===== config.mk =====
export PLATFORM = sky130hd
export DESIGN_NAME = olst_seq
export DESIGN_NICKNAME = d
export VERILOG_FILES = /design/src/design/olst_pkg.sv /design/src/design/olst_seq.sv
export SDC_FILE = /design/constraint.sdc
export NUM_CORES = 1
export LEC_CHECK = 0
export ABC_AREA = 1
export BUFFER_PORTS_ARGS = -buffer_cell sky130_fd_sc_hd__clkbuf_2
export CAP_MARGIN = 5
export CORE_AREA = 10 10 207 209
export DETAILED_ROUTE_END_ITERATION = 7
export DIE_AREA = 0 0 217 219
export PLACE_DENSITY = 0.85
export SKIP_LAST_GASP = 1
export SLEW_MARGIN = 5
export SYNTH_ARGS = -nofsm -noshare
export SYNTH_HDL_FRONTEND = slang
export SYNTH_SLANG_ARGS = --single-unit

===== constraint.sdc =====
create_clock -name clk -period 5.7 [get_ports clk]
set_input_delay 0.57 -clock clk [delete_from_list [all_inputs] [get_ports clk]]
set_output_delay 0.57 -clock clk [all_outputs]
set_load 0.005 [all_outputs]

===== src/design/olst_pkg.sv =====
package olst_pkg;

	// fixed field widths of the request and result channels
	localparam int CMD_W   = 3;
	localparam int POS_W   = 6;
	localparam int WORD_W  = 64;
	localparam int STAT_W  = 2;
	localparam int IDX_W   = 6;
	localparam int CNT_W   = 7;

	// command codes
	localparam logic [CMD_W-1:0] CMD_PUSH_TAIL = 3'd0;
	localparam logic [CMD_W-1:0] CMD_PUSH_HEAD = 3'd1;
	localparam logic [CMD_W-1:0] CMD_INSERT_AT = 3'd2;
	localparam logic [CMD_W-1:0] CMD_POP_TAIL  = 3'd3;
	localparam logic [CMD_W-1:0] CMD_POP_HEAD  = 3'd4;
	localparam logic [CMD_W-1:0] CMD_REMOVE_AT = 3'd5;
	localparam logic [CMD_W-1:0] CMD_FIND      = 3'd6;
	localparam logic [CMD_W-1:0] CMD_READ_AT   = 3'd7;

	// status codes
	localparam logic [STAT_W-1:0] STAT_OK     = 2'd0;
	localparam logic [STAT_W-1:0] STAT_FULL   = 2'd1;
	localparam logic [STAT_W-1:0] STAT_EMPTY  = 2'd2;
	localparam logic [STAT_W-1:0] STAT_BADPOS = 2'd3;

	// finished result handed from the sequencer to the output register
	typedef struct packed {
		logic [STAT_W-1:0] status;
		logic              hit;
		logic [IDX_W-1:0]  result_index;
		logic [CNT_W-1:0]  entry_count;
	} olst_res_t;

endpackage


===== src/design/olst_seq.sv =====
module olst_seq #(
	parameter int CAPACITY   = 64,
	parameter int KEY_BITS   = 64,
	parameter int VALUE_BITS = 64
) (
	input  logic                                  clk,
	input  logic                                  arst_n,
	input  logic                                  in_valid,
	output logic                                  in_stall,
	input  logic [olst_pkg::CMD_W-1:0]            cmd,
	input  logic [olst_pkg::POS_W-1:0]            position,
	input  logic [olst_pkg::WORD_W-1:0]           entry_key,
	input  logic [olst_pkg::WORD_W-1:0]           entry_value,
	input  logic                                  out_free,
	output logic                                  res_valid,
	output olst_pkg::olst_res_t                   res,
	output logic [KEY_BITS-1:0]                   res_key,
	output logic [VALUE_BITS-1:0]                 res_value,
	output logic                                  mem_we,
	output logic [$clog2(CAPACITY)-1:0]           mem_waddr,
	output logic [KEY_BITS+VALUE_BITS-1:0]        mem_wdata,
	output logic                                  mem_re,
	output logic [$clog2(CAPACITY)-1:0]           mem_raddr,
	input  logic [KEY_BITS+VALUE_BITS-1:0]        mem_rdata
);
	import olst_pkg::*;

	localparam int AW = $clog2(CAPACITY);
	localparam int CW = $clog2(CAPACITY + 1);
	localparam int PW = (CW > POS_W) ? CW : POS_W;

	localparam logic [2:0] S_IDLE     = 3'd0;
	localparam logic [2:0] S_SHIFT_UP = 3'd1;
	localparam logic [2:0] S_SHIFT_DN = 3'd2;
	localparam logic [2:0] S_FIND     = 3'd3;
	localparam logic [2:0] S_READ     = 3'd4;
	localparam logic [2:0] S_DONE     = 3'd5;

	logic [2:0]            state_q;
	logic [CW-1:0]         count_q;
	logic [AW-1:0]         ptr_q;
	logic [AW-1:0]         at_q;
	logic                  issue_q;
	logic [KEY_BITS-1:0]   key_q;
	logic [VALUE_BITS-1:0] val_q;
	logic                  rd_pend_s1;
	logic [AW-1:0]         rd_addr_s1;
	logic [STAT_W-1:0]     status_q;
	logic                  hit_q;
	logic [IDX_W-1:0]      idx_q;
	logic [KEY_BITS-1:0]   rkey_q;
	logic [VALUE_BITS-1:0] rval_q;

	logic                  accept;
	logic [KEY_BITS-1:0]   in_key;
	logic [VALUE_BITS-1:0] in_val;
	logic [PW-1:0]         cnt_p;
	logic [PW-1:0]         pos_p;
	logic [PW-1:0]         at_p;
	logic                  full;
	logic                  empty;
	logic [AW-1:0]         last_a;
	logic [KEY_BITS-1:0]   rd_key;
	logic                  match;
	logic                  ins_cmd;

	assign accept   = in_valid && (state_q == S_IDLE);
	assign in_stall = (state_q != S_IDLE);
	assign in_key   = entry_key[KEY_BITS-1:0];
	assign in_val   = entry_value[VALUE_BITS-1:0];
	assign cnt_p    = PW'(count_q);
	assign pos_p    = PW'(position);
	assign full     = (count_q == CW'(CAPACITY));
	assign empty    = (count_q == '0);
	assign last_a   = AW'(count_q - CW'(1));
	assign rd_key   = mem_rdata[VALUE_BITS +: KEY_BITS];
	assign match    = rd_pend_s1 && (state_q == S_FIND) && (rd_key == key_q);
	assign ins_cmd  = (cmd == CMD_PUSH_TAIL) || (cmd == CMD_PUSH_HEAD) ||
	                  (cmd == CMD_INSERT_AT);

	// target index of the request
	always_comb begin
		case (cmd)
			CMD_PUSH_TAIL: at_p = cnt_p;
			CMD_PUSH_HEAD: at_p = '0;
			CMD_POP_HEAD:  at_p = '0;
			default:       at_p = pos_p;
		endcase
	end

	// memory port control: reads run one entry ahead of the write-back
	always_comb begin
		mem_we    = 1'b0;
		mem_waddr = at_q;
		mem_wdata = {key_q, val_q};
		mem_re    = 1'b0;
		mem_raddr = ptr_q;
		case (state_q)
			S_IDLE: begin
				if (accept && ins_cmd && !full && (at_p == cnt_p)) begin
					mem_we    = 1'b1;
					mem_waddr = AW'(count_q);
					mem_wdata = {in_key, in_val};
				end
				if (accept && (cmd == CMD_READ_AT) && (pos_p < cnt_p)) begin
					mem_re    = 1'b1;
					mem_raddr = AW'(position);
				end
			end
			S_SHIFT_UP: begin
				mem_re = issue_q;
				if (rd_pend_s1) begin
					mem_we    = 1'b1;
					mem_waddr = rd_addr_s1 + AW'(1);
					mem_wdata = mem_rdata;
				end else if (!issue_q) begin
					mem_we = 1'b1;
				end
			end
			S_SHIFT_DN: begin
				mem_re = issue_q;
				if (rd_pend_s1) begin
					mem_we    = 1'b1;
					mem_waddr = rd_addr_s1 - AW'(1);
					mem_wdata = mem_rdata;
				end
			end
			S_FIND: begin
				mem_re = issue_q;
			end
			default: begin
			end
		endcase
	end

	// sequencer
	always_ff @(posedge clk or negedge arst_n) begin
		if (!arst_n) begin
			state_q    <= S_IDLE;
			count_q    <= '0;
			issue_q    <= 1'b0;
			rd_pend_s1 <= 1'b0;
		end else begin
			rd_pend_s1 <= mem_re;
			case (state_q)
				S_IDLE: begin
					if (in_valid) begin
						state_q <= S_DONE;
						case (cmd)
							CMD_PUSH_TAIL, CMD_PUSH_HEAD, CMD_INSERT_AT: begin
								if (!full && (at_p == cnt_p)) begin
									count_q <= count_q + CW'(1);
								end else if (!full && (at_p < cnt_p)) begin
									at_q    <= AW'(at_p);
									ptr_q   <= last_a;
									issue_q <= 1'b1;
									state_q <= S_SHIFT_UP;
								end
							end
							CMD_POP_TAIL: begin
								if (!empty) begin
									count_q <= count_q - CW'(1);
								end
							end
							CMD_POP_HEAD, CMD_REMOVE_AT: begin
								if (!empty && (at_p == cnt_p - PW'(1))) begin
									count_q <= count_q - CW'(1);
								end else if (!empty && (at_p < cnt_p)) begin
									ptr_q   <= AW'(at_p) + AW'(1);
									issue_q <= 1'b1;
									state_q <= S_SHIFT_DN;
								end
							end
							CMD_FIND: begin
								if (!empty) begin
									ptr_q   <= '0;
									issue_q <= 1'b1;
									state_q <= S_FIND;
								end
							end
							CMD_READ_AT: begin
								if (pos_p < cnt_p) begin
									state_q <= S_READ;
								end
							end
							default: begin
							end
						endcase
					end
				end
				S_SHIFT_UP: begin
					if (issue_q) begin
						if (ptr_q == at_q) begin
							issue_q <= 1'b0;
						end else begin
							ptr_q <= ptr_q - AW'(1);
						end
					end else if (!rd_pend_s1) begin
						count_q <= count_q + CW'(1);
						state_q <= S_DONE;
					end
				end
				S_SHIFT_DN: begin
					if (issue_q) begin
						if (ptr_q == last_a) begin
							issue_q <= 1'b0;
						end else begin
							ptr_q <= ptr_q + AW'(1);
						end
					end else if (!rd_pend_s1) begin
						count_q <= count_q - CW'(1);
						state_q <= S_DONE;
					end
				end
				S_FIND: begin
					if (issue_q) begin
						if (ptr_q == last_a) begin
							issue_q <= 1'b0;
						end else begin
							ptr_q <= ptr_q + AW'(1);
						end
					end
					if (match || (rd_pend_s1 && (rd_addr_s1 == last_a))) begin
						issue_q <= 1'b0;
						state_q <= S_DONE;
					end
				end
				S_READ: begin
					state_q <= S_DONE;
				end
				S_DONE: begin
					if (out_free) begin
						state_q <= S_IDLE;
					end
				end
				default: begin
					state_q <= S_IDLE;
				end
			endcase
		end
	end

	// request payload and result fields
	always_ff @(posedge clk) begin
		rd_addr_s1 <= mem_raddr;
		if (accept) begin
			key_q  <= in_key;
			val_q  <= in_val;
			hit_q  <= 1'b0;
			idx_q  <= '0;
			rkey_q <= '0;
			rval_q <= '0;
			if (ins_cmd && full) begin
				status_q <= STAT_FULL;
			end else if (ins_cmd && (at_p > cnt_p)) begin
				status_q <= STAT_BADPOS;
			end else if (!ins_cmd && (cmd != CMD_FIND) && (cmd != CMD_READ_AT) && empty) begin
				status_q <= STAT_EMPTY;
			end else if (((cmd == CMD_REMOVE_AT) || (cmd == CMD_READ_AT)) &&
			             (pos_p >= cnt_p)) begin
				status_q <= STAT_BADPOS;
			end else begin
				status_q <= STAT_OK;
			end
		end
		if (match && (state_q == S_FIND)) begin
			hit_q <= 1'b1;
			idx_q <= IDX_W'(rd_addr_s1);
		end
		if (state_q == S_READ) begin
			rkey_q <= rd_key;
			rval_q <= mem_rdata[VALUE_BITS-1:0];
		end
	end

	assign res_valid          = (state_q == S_DONE);
	assign res.status         = status_q;
	assign res.hit            = hit_q;
	assign res.result_index   = idx_q;
	assign res.entry_count    = CNT_W'(count_q);
	assign res_key            = rkey_q;
	assign res_value          = rval_q;

	// checks
	a_count_bound: assert property (@(posedge clk) disable iff (!arst_n)
		count_q <= CW'(CAPACITY))
		else $error("fill count above capacity");

	a_no_rw_clash: assert property (@(posedge clk) disable iff (!arst_n)
		!(mem_we && mem_re && (mem_waddr == mem_raddr)))
		else $error("read and write of the same entry in one cycle");

	a_res_hold: assert property (@(posedge clk) disable iff (!arst_n)
		(res_valid && !out_free) |=> (res_valid && $stable(count_q)))
		else $error("result dropped while output busy");

	a_dn_range: assert property (@(posedge clk) disable iff (!arst_n)
		(mem_we && (state_q == S_SHIFT_DN)) |-> (CW'(mem_waddr) < count_q - CW'(1)))
		else $error("remove shift wrote past the last kept entry");

endmodule


==> results.md <==
* Outcome: completed
* Routed wire length at 73290 um
* Antenna violations before repair at 5
* Cell internal pwr at 6.892 mW
* Final Cycle Share at 84.08%
* Area occupied by multi-input gates at 6825 um2
* CTS clk-pin slew, worst paths at 0.07 ns
* Global-route wire length before repair at 106100 um
* Flop pwr share at 30.9%
* Max-slew violation count at 0
* Most common cell on crit path: nand2_1
* Lkg Pwr at 10.19 nW
* Syn Nets at 2304
* Combinational Power Share at 50.8%
* Slew margin rel. at 22.42%
* Yosys reg bits at 295
* Resize count post-CTS at 0
* Fin cells at 3077
* Worst-Skew Late Latency at 0.54 ns
* CTS Buf Count at 35
* DR vias at 17910
* Final Cell Area at 21310 um2
* Clock Power Share at 18.3%
* Post-place setup slack at 1.320 ns
* Setup TNS at 0 ns
* Post-synth EDFFs at 276
* WS Path Type: reg -> out
* Num rows at 72
* Crit path launch type: register
* Die area at 47520 um2
* Drt initial violations at 3026
* Worst-case vdd ir drop at 0.2722 mV
* Initial Util at 44.14%
* Dpl cells at 3012
* Ys Warns at 0
* Max Cap Viol at 0
* CP startpoint: cnt_p[5]
* FFs w/ async S/R, synth at 4.068%
* Clock buffer depth at 3
* FF+latch area at 8728 um2
* Crit. End Element: output port
* Worst path slowest cell: clkinv_2
* CORE AREA at 38560 um2
* Top FF cell, synth: edfxtp_1
* Cell variety after synth at 46
* Slew @ Worst Pin at 1.164 ns
* Largest net degree at the start of global routing at 95
* Worst reg2reg endpoint: ptr_q[0]
* # hold bufs at CTS at 1
* Fmax achieved at 0.2087 GHz
* ANT nets after route at 0
* HPWL Detailed at 56100 um
* Gr usage total at 28.97%
* DP Area at 20160 um2
* Largest stage delay, worst path at 0.60 ns
* Sw Ratio at 44.45%
* Die height at 219 um
* Vias in the first global route at 16700
* Gpl congestion at 1.038
* Post-Syn Instances at 2013
* R2R Setup Slk at 2.07 ns
* Final Hold Vio Count at 0
* Setup crit end: mem_wdata[109]
* Setup Viol. Count Final at 0
* Sequential-to-total area share from yosys stat at 51.29%
* RSZ-0062 raised after global routing: false
* DRC violations left at 0
* I/O Pins at 557
* Area Growth Syn to Fin at 25.23%
* Post-layout min period at 4.792 ns
* Crit path cell chain: inv_1 > o21ai_2 > ha_1 > nand2_1 > nor3_1 > nand2_1 > nor2_1 > nand2_4 > clkinv_2 > buf_12 > a221o_1 > clkbuf_2
* Worst r2r src: cnt_p[5]
* Clock sink total at 295
* Wire per inst at 23.82 um
* Worst Path Max Fanout at 47
* Setup Buffers After CTS at 0
* Pwr dens at 582.2 nW/um2
* CTS tree: built
* Number of fill cells at 3442
* Syn_area_per_cell at 8.454 um2
* Fraction of layout cells with a size suffix above 1 at 26.55%
* Nets at 2823
* Reg2Reg Depth at 14
* Number of cells on the critical path at 12
* Root buffer cell: clkbuf_16
* P_sw at 5.515 mW
* Top delay family on crit path: buffers and inverters
* Mapped cell area at 17020 um2
* Htree depth at 2
* Crit path buf inv count at 4
* CP arrival at 4.22 ns
* Grt ovf at 0
* Hold/Removal Path Class: in -> reg
* Pre-antenna DRT Iters at 8
* Setup WS post-layout at 0.9077 ns
* Layout Skew at 0.02073 ns
* Die Wd at 217 um
* Required time of the critical path at 5.13 ns
* I/O Buffers at 556
* Via-to-Cell Ratio at 5.821
[worst register-to-register path, delay by kind of cell (launching register included)]
kind | cells | cell delay (ns)
buffers and inverters | 3 | 0.35
DFF | 1 | 0.56
adders and majority gates | 1 | 0.32
and+or+nand+nor | 8 | 1.46
AOI/OAI and AO/OA | 2 | 0.55
[stage by stage]
step / hold WS [ns] / power (mW) / util, %
2_1_floorplan: 0.2744 / 7.152 / -
3_3_place_gp: 0.4566 / 9.941 / 52.29
3_5_place_dp: 0.4505 / 10.06 / 52.29
4_1_cts: 0.2118 / 12.35 / 55.24
5_1_grt: 0.2137 / 13.04 / 55.26
6_report: 0.2261 / 12.41 / 55.27
[power groups by stage]
stage | Combinational (mW) | Sequential [mW] | Clock [mW]
finish | 6.30 | 3.83 | 2.27
global placement | 6.12 | 3.82 | 0
global route | 6.79 | 3.89 | 2.36
detailed placement | 6.21 | 3.85 | 0
CTS | 6.24 | 3.81 | 2.29
floorplan | 3.35 | 3.80 | 0
[cells in the final DEF (no fill, tap or decap), drive strengths merged, types with 7 or more instances in the layout]
cell type / netlist / routed
a21oi: 57 / 57
a221o: 24 / 24
a22oi: 69 / 69
buf: 47 / 16
clkbuf: 44 / 602
clkinv: 0 / 10
dfrtp: 12 / 12
dfxtp: 7 / 7
edfxtp: 276 / 276
ha: 21 / 21
inv: 273 / 271
nand2: 436 / 436
nand3: 78 / 78
nand4: 33 / 33
nor2: 328 / 328
nor3: 18 / 18
nor4: 9 / 9
o21ai: 168 / 168
o221ai: 42 / 42
o22ai: 28 / 28
xor2: 16 / 16
[synth_stat cells, types with 3 or more instances]
library cell    n  area, um2
o21ai_0       117      585.6
inv_2          14      52.55
buf_4           6      45.04
a22oi_1        69      518.0
mux2_2          4      45.04
o21ai_2         8      70.07
nor2_1        320       1201
clkbuf_1       44      165.2
dfxtp_1         7      140.1
o211ai_1        4      30.03
nor2_4          4      45.04
dfrtp_1        12      300.3
o21ai_1        43      215.2
buf_6           7      78.83
inv_1         259      972.2
o22ai_1        28      175.2
nand2_1       421       1580
nand2_2        12      75.07
nand3_1        75      375.4
xor2_1         16      140.1
nand3_2         3      30.03
a21oi_1        57      285.3
nand2_4         3      33.78
edfxtp_1      276       8288
ha_1           21      262.8
buf_2          28      140.1
o221ai_1       42      367.9
a31oi_1         4      25.02
nor4_1          9      56.30
nor2_2          4      25.02
nor3_1         17      85.08
a221o_1        24      240.2
buf_1           6      22.52
nand4_1        33      206.5
[worst min-delay path by stage]
stage,start,endpoint,slack [ns],cells after the start
5_1_grt,entry_value[40],val_q[40],0.21,1
3_5_place_dp,hit_q,hit_q,0.45,2
2_1_floorplan,arst_n,cnt_p[0],0.27,0
6_report,entry_key[42],key_q[42],0.23,1
3_3_place_gp,hit_q,hit_q,0.46,2
4_1_cts,entry_value[50],val_q[50],0.21,1
[cells by family after synthesis]
kind of cell / Yosys count / share of synthesized area [%]
buffers and inverters: 364 / 8.676
DFF: 295 / 51.29
adders and majority gates: 22 / 1.662
xor gates and xnor gates: 18 / 0.9264
and+or+nand+nor: 906 / 22.04
muxes: 4 / 0.2647
AOI/OAI and AO/OA: 404 / 15.14
[state kept, by name (all words and copies together) (netlist names)]
name and flops:
val_q 64, rd_addr_s1 6, ptr_q 6, idx_q 6
key_q 64, status_q 2, res_value 64, res_key 64
at_q 6, rd_pend_s1 1, state_q 3, cnt_p 7
issue_q 1, hit_q 1
[metal layers]
layer	wire, um	vias up	GRT usage, %
li1	-	7936	-
met5	16	-	0
met4	3701	2	13.28
met1	26890	8271	36.86
met3	9194	234	7.015
met2	33490	1469	45.97
[cell type report]
class	count	area share [%]
tap	518	3.041
multi-input combinational	1354	32.03
sequential	295	40.96
timing repair buffer	573	13.79
antenna	5	0.05871
clock inverter	13	0.6869
clock buffer	46	4.597
inverter	273	4.844
Note: power is estimated with default switching activity, not from simulation.
